### src/design/edfe_pkg.sv
`default_nettype none
package edfe_pkg;

  localparam logic [4:0] VecDe = 5'd0;
  localparam logic [4:0] VecDf = 5'd8;
  localparam logic [4:0] VecAc = 5'd17;
  localparam int unsigned NumVectors = 20;

  typedef enum logic {
    CmdRaise = 1'b0,
    CmdDone  = 1'b1
  } cmd_e;

  typedef enum logic [1:0] {
    StDeliver = 2'd0,
    StTriple  = 2'd1,
    StUnknown = 2'd2,
    StCleared = 2'd3
  } status_e;

  typedef enum logic [1:0] {
    ClsBenign  = 2'd0,
    ClsContrib = 2'd1,
    ClsPage    = 2'd2,
    ClsDouble  = 2'd3
  } class_e;

  typedef enum logic [2:0] {
    KindUnknown    = 3'd0,
    KindRestart    = 3'd1,
    KindTrap       = 3'd2,
    KindDouble     = 3'd3,
    KindRestartErr = 3'd4,
    KindAlign      = 3'd5
  } kind_e;

  typedef struct packed {
    cmd_e        command;
    logic [4:0]  vector;
    logic [31:0] fault_code;
    logic        stack_backout;
  } in_item_t;

  typedef struct packed {
    status_e     status;
    logic [4:0]  deliver_vector;
    logic        push_error;
    logic [31:0] fault_code_out;
    logic        restore_ip;
    logic        restore_sp;
  } out_item_t;

  typedef struct packed {
    logic [1:0] nest_count;
    logic [4:0] last_vector;
  } state_t;

  function automatic class_e vec_class(input logic [4:0] vec);
    class_e cls;
    case (vec)
      5'd0, 5'd10, 5'd11, 5'd12, 5'd13: cls = ClsContrib;
      5'd8:                             cls = ClsDouble;
      5'd14:                            cls = ClsPage;
      default:                          cls = ClsBenign;
    endcase
    return cls;
  endfunction

  function automatic kind_e vec_kind(input logic [4:0] vec);
    kind_e kind;
    case (vec)
      5'd0, 5'd1, 5'd5, 5'd6, 5'd7, 5'd16:  kind = KindRestart;
      5'd2, 5'd3, 5'd4:                     kind = KindTrap;
      5'd8:                                 kind = KindDouble;
      5'd10, 5'd11, 5'd12, 5'd13, 5'd14:    kind = KindRestartErr;
      5'd17:                                kind = KindAlign;
      default:                              kind = KindUnknown;
    endcase
    return kind;
  endfunction

  // escalation table indexed by previous class and new class
  function automatic logic escalates(input class_e prev, input class_e cur);
    logic esc;
    case (prev)
      ClsBenign:  esc = (cur == ClsDouble);
      ClsContrib: esc = (cur == ClsContrib) || (cur == ClsDouble);
      ClsPage:    esc = (cur != ClsBenign);
      default:    esc = 1'b1;
    endcase
    return esc;
  endfunction

endpackage
`default_nettype wire

### src/design/edfe_eval.sv
`default_nettype none
module edfe_eval
  import edfe_pkg::*;
(
  input  wire in_item_t item_i,
  input  wire state_t   state_i,
  output out_item_t     result_o,
  output state_t        state_o
);

  localparam logic [5:0] NumVec = 6'(NumVectors);

  logic [1:0]  nest_inc;
  logic        triple;
  logic        esc;
  kind_e       kind;
  out_item_t   res;

  always_comb begin
    nest_inc = (state_i.nest_count == 2'd3) ? 2'd3 : state_i.nest_count + 2'd1;
    triple   = (nest_inc == 2'd3) ||
               ((nest_inc == 2'd2) && (state_i.last_vector == VecDf));
    kind     = ({1'b0, item_i.vector} < NumVec) ? vec_kind(item_i.vector) : KindUnknown;
    esc      = (nest_inc[1]) &&
               escalates(vec_class(state_i.last_vector), vec_class(item_i.vector));

    res         = '0;
    res.status  = StDeliver;
    state_o     = state_i;

    if (item_i.command == CmdDone) begin
      res.status         = StCleared;
      state_o.nest_count = 2'd0;
    end else if (triple) begin
      res.status         = StTriple;
      state_o.nest_count = nest_inc;
    end else begin
      state_o.nest_count = nest_inc;
      res.deliver_vector = item_i.vector;
      res.fault_code_out = item_i.fault_code;
      case (kind)
        KindRestart: begin
          res.restore_ip = 1'b1;
          res.restore_sp = item_i.stack_backout;
        end
        KindTrap: begin
        end
        KindDouble: begin
          res.push_error     = 1'b1;
          res.fault_code_out = '0;
        end
        KindRestartErr: begin
          res.restore_ip = 1'b1;
          res.restore_sp = item_i.stack_backout;
          res.push_error = 1'b1;
        end
        KindAlign: begin
          res.restore_ip     = 1'b1;
          res.restore_sp     = item_i.stack_backout;
          res.push_error     = 1'b1;
          res.fault_code_out = '0;
        end
        default: begin
          res = '0;
          res.status = StUnknown;
        end
      endcase
      if (res.status == StDeliver) begin
        // a second nested fault whose class pair escalates is promoted to a double fault
        if (esc) begin
          res.deliver_vector = VecDf;
          res.push_error     = 1'b1;
          res.fault_code_out = '0;
        end
        state_o.last_vector = res.deliver_vector;
      end
    end
    result_o = res;
  end

endmodule
`default_nettype wire

### src/design/exception_double_fault_escalation.sv
// Exception escalation unit: each transfer in is a raise or a delivery-done
// command and yields exactly one result, which passes through the input
// register, then the result register. One item per cycle is sustained while
// the output is not stalled; the nesting count and last-vector registers are
// updated in the same cycle an item moves from the input register into the
// result register, so the next item sees them at once. A held result stalls
// the input side only when both registers are full.
`default_nettype none
module exception_double_fault_escalation
  import edfe_pkg::*;
(
  input  wire           clk_i,
  input  wire           rst_ni,
  input  wire           in_valid_i,
  output logic          in_stall_o,
  input  wire in_item_t in_item_i,
  output logic          out_valid_o,
  input  wire           out_stall_i,
  output out_item_t     out_item_o
);

  logic      in_valid_q;
  in_item_t  in_item_q;
  logic      res_valid_q;
  out_item_t res_q;
  out_item_t res_d;
  state_t    state_q;
  state_t    state_d;
  logic      res_free;
  logic      advance;

  assign res_free   = !res_valid_q || !out_stall_i;
  assign advance    = in_valid_q && res_free;
  assign in_stall_o = in_valid_q && !res_free;

  edfe_eval u_eval (
    .item_i   (in_item_q),
    .state_i  (state_q),
    .result_o (res_d),
    .state_o  (state_d)
  );

  always_ff @(posedge clk_i or negedge rst_ni) begin
    if (!rst_ni) begin
      in_valid_q  <= 1'b0;
      res_valid_q <= 1'b0;
      state_q     <= '0;
    end else begin
      if (!in_stall_o) begin
        in_valid_q <= in_valid_i;
      end
      if (res_free) begin
        res_valid_q <= in_valid_q;
      end
      if (advance) begin
        state_q <= state_d;
      end
    end
  end

  always_ff @(posedge clk_i) begin
    if (!in_stall_o && in_valid_i) begin
      in_item_q <= in_item_i;
    end
    if (advance) begin
      res_q <= res_d;
    end
  end

  assign out_valid_o = res_valid_q;
  assign out_item_o  = res_q;

  a_done_clears: assert property (@(posedge clk_i) disable iff (!rst_ni)
    advance && (in_item_q.command == CmdDone) |=> (state_q.nest_count == 2'd0))
    else $error("nest count not cleared after delivery done");

  a_triple_nested: assert property (@(posedge clk_i) disable iff (!rst_ni)
    res_valid_q && (res_q.status == StTriple) |-> state_q.nest_count[1])
    else $error("triple fault without nested faults");

  a_df_pushes_zero: assert property (@(posedge clk_i) disable iff (!rst_ni)
    res_valid_q && (res_q.status == StDeliver) && (res_q.deliver_vector == VecDf)
      |-> res_q.push_error && (res_q.fault_code_out == '0))
    else $error("double fault delivered without zero error code");

  a_no_stall_when_empty: assert property (@(posedge clk_i) disable iff (!rst_ni)
    !res_valid_q |-> !in_stall_o)
    else $error("input stalled with empty result register");

endmodule
`default_nettype wire

### config.mk
export PLATFORM = sky130hd
export DESIGN_NAME = exception_double_fault_escalation
export DESIGN_NICKNAME = d
export VERILOG_FILES = /design/src/design/edfe_pkg.sv /design/src/design/edfe_eval.sv /design/src/design/exception_double_fault_escalation.sv
export SDC_FILE = /design/constraint.sdc
export NUM_CORES = 1
export LEC_CHECK = 0
export BUFFER_PORTS_ARGS = -buffer_cell sky130_fd_sc_hd__buf_2
export CAP_MARGIN = 20
export CORE_MARGIN = 4
export CORE_UTILIZATION = 53
export DETAILED_ROUTE_END_ITERATION = 12
export PLACE_DENSITY = 0.89
export SLEW_MARGIN = 20
export SYNTH_ARGS = -nofsm -noshare
export SYNTH_HDL_FRONTEND = slang
export SYNTH_SLANG_ARGS = --single-unit
### constraint.sdc
create_clock -name clk_i -period 2.7 [get_ports clk_i]
set_input_delay 0.54 -clock clk_i [delete_from_list [all_inputs] [get_ports clk_i]]
set_output_delay 0.54 -clock clk_i [all_outputs]
set_load 0.02 [all_outputs]
==> summary.txt <==
Critical path
  • Crit Path Max Fanout: 21
  • CP Class: flip-flop to flip-flop
  • CP Launch Type: flip-flop
  • Largest stage delay on the critical path: 0.51 ns
  • Crit path DAT: 2.49 ns
  • Cell Chain, Critical Path: xor2_1, nor4b_2, a211oi_2, maj3_2, nor2_4, nor3_4, buf_8, and2_2
  • WP data required: 2.81 ns
  • Endpoint class of the critical path: flip-flop
  • CP max stage cell: edfxtp_1

Place
  • I/O Buffers: 86
  • Routability-driven placement congestion ratio: 0.886
  • Detailed placer's ending HPWL: 4.35 mm
  • Inst Count DP: 384
  • Area post-placement: 4080 sq um

Cells and area
  • Design Area, Final: 4320 sq um
  • # diodes: 0
  • Layout Area Growth over Synthesis: 20.7%
  • Final Util: 66.9%
  • Layout Cells excl Fill: 401
  • Layout Nets: 362
  • Ratio of cells with drive above 1 in the final layout: 41.4%

Detailed routing
  • First-pass DRT Iterations: 4
  • Vias: 2012
  • Detailed Route WL: 5.89 mm
  • DR iter-0 viols: 53
  • Post-DR vias/cell: 5.02
  • DR WL/cell: 14.7 um
  • DRC: 0
  • Routed Antenna Nets: 0

Yosys
  • Post-synthesis sequential area ratio: 76.0%
  • Yosys top cell by area: edfxtp_1
  • Top FF cell, synth: edfxtp_1
  • Mux cell area share after synthesis: 1.71%
  • Seq cells post-synth: 93
  • Synth Area in Compound Gates: 4.30%
  • Simple-gate area share of the yosys netlist: 14.7%
  • Mapped Area: 3580 sq um
  • Cells taking the most area after synthesis: edfxtp_1 68%, dfrtp_1 6.3%, and2_4 4.7%, and2_1 2.6%, nand2_1 1.8%
  • Ys async rst share: 9.68%
  • Largest family of logic cells by synthesized area: simple AND/OR/NAND/NOR gates
  • Yosys warning total: 0
  • Mapped Avg Cell Area: 16.0 sq um
  • Post-synthesis cell count: 223
  • Mapped Nets: 266
  • Synth Area in Adders: 0.595%
  • Post-Synth XOR/XNOR Area: 0.979%
  • Yosys top cell area share: 68.0%
  • Most common cell in the synthesized netlist: edfxtp_1
  • Cell variety after synth: 37
  • Number of synthesized flops with an enable pin: 81
  • Synth top cells by count: 81 x edfxtp_1, 19 x and2_4, 17 x nand2_1

Timing
  • Relative slew slack: 57.8%
  • Final min period: 2.38 ns
  • Clock skew: 0.00985 ns
  • Final setup viols: 0
  • Final period utilization: 88.2%
  • Final setup TNS: 0 ns
  • Final Hold Viols: 0
  • Max Clk Rate: 0.420 GHz
  • RSZ-0062 raised after global routing: false
  • Slew Viols, Final: 0
  • Worst-margin pin slew: 0.628 ns

Global route
  • Antenna violations before repair: 0
  • GR Overflow Total: 0
  • Largest net degree at the start of global routing: 33
  • Gr usage total: 15.1%
  • Vias in the first global route: 1999
  • Global-route wire length before repair: 9.44 mm

Clock tree
  • Clk_lat worst skew: 0.35 ns
  • # H-tree levels: 3
  • Clock Tree Buf Depth: 2
  • CTS sink cnt: 93
  • CTS Root Cell: clkbuf_8
  • Clock slew at the register clock pins of the worst setup and hold paths: 0.09 ns
  • TritonCTS buffer count: 9
  • Hold buffer count at cts: 0
  • CTS tree: done
  • Post-CTS Setup Inserts: 0
  • Post-CTS sizing: 0

Die
  • Row cnt: 29
  • Die area: 8130 sq um
  • Chip height: 90.2 um
  • Chip Width: 90.2 um
  • Initial Utilization: 55.4%
  • Core Area: 6460 sq um
  • Ports: 87

Pwr
  • IR drop worst, VDD: 0.382 mV
  • Overall power: 3280 uW
  • PD cells: 759 nW/um^2
  • Leak Pwr: 0.00176 uW

Run status
  • Status: finished, final reports clean

Min path
  • Min-Delay Path Class: input pin to asynchronous set/reset pin

Job
  • Max_cap viols: 0
-- layout make-up --
| type | count | area, sq um |
|---|---|---|
| multi-input combinational | 121 | 796 |
| timing repair buffer | 91 | 475 |
| clock buffer | 9 | 124 |
| clock inverter | 7 | 97.6 |
| fill | 460 | 2140 |
| tap | 77 | 96.3 |
| inverter | 3 | 11.3 |
| sequential | 93 | 2720 |
-- path summary, 6_finish.rpt --
path,startpoint,to,slack (ns),cells past startpoint
worst max-delay path,in_item_q[35]$_DFFE_PP_,out_item_o[3]$_SDFFCE_PN0P_,0.32,8
worst min-delay path,rst_ni,state_q[0]$_DFFE_PN0P_,0.03,1
worst max register to register,in_item_q[35]$_DFFE_PP_,out_item_o[3]$_SDFFCE_PN0P_,0.32,8
min in group clk_i,in_item_i[25],in_item_q[25]$_DFFE_PP_,0.36,1
max in group asynchronous,rst_ni,state_q[5]$_DFFE_PN0P_,2.48,1
worst min register to register,state_q[0]$_DFFE_PN0P_,state_q[0]$_DFFE_PN0P_,0.51,2
-- flip-flops by register name (all words and copies together), names as in the netlist, named ones only --
name / cells
state_q: 7
in_valid_q: 1
out_valid_o: 1
in_item_q: 39
out_item_o: 42
-- cell usage in the layout (no fill, tap or decap), drive strengths merged, types with 3 or more instances in the layout --
cell and count:
nor2 13, mux2i 5, dfxtp 3, dfrtp 9, buf 91, o21ai 9, clkinv 3, clkbuf 9
xor2 3, a21oi 7, nand2 17, inv 4, nand2b 5, nor3 4, edfxtp 81, and2 37
-- stage by stage --
step                      setup slack (ns)  hold slack (ns)
after floorplan                      0.670            0.244
after global placement               0.237            0.399
after detailed placement             0.140            0.406
after CTS                            0.107           0.0202
after global routing                 0.199           0.0343
final                                0.319           0.0261
-- layer usage --
| layer | GRT usage (%) | routed length [um] | up-vias |
|---|---|---|---|
| met1 | 18.0 | 2480 | 945 |
| met5 | 0 | 0 | - |
| met3 | 4.34 | 388 | 9 |
| li1 | - | - | 993 |
| met2 | 25.0 | 2930 | 65 |
| met4 | 7.53 | 102 | 0 |
-- cells by family after synthesis --
logic type | count (synthesis)
compound gates | 25
xor+xnor | 4
fa+ha+maj | 2
buf+inv | 9
flops | 93
mux | 6
simple gates | 84
-- worst max-delay path, delay by kind of cell, from the launching register on --
family	cells	cell delay, ns
AND/OR/NAND/NOR	4	0.83
flip-flops	1	0.51
adder cells (fa/ha/maj)	1	0.34
XOR/XNOR	1	0.19
buffers and inverters	1	0.18
AO/OA/AOI/OAI	1	0.09
-- power by group --
part           internal (uW)  switching (uW)
registers               1730            78.5
logic                    182             293
clock network            526             471
Power figures use the tool's default switching activity.
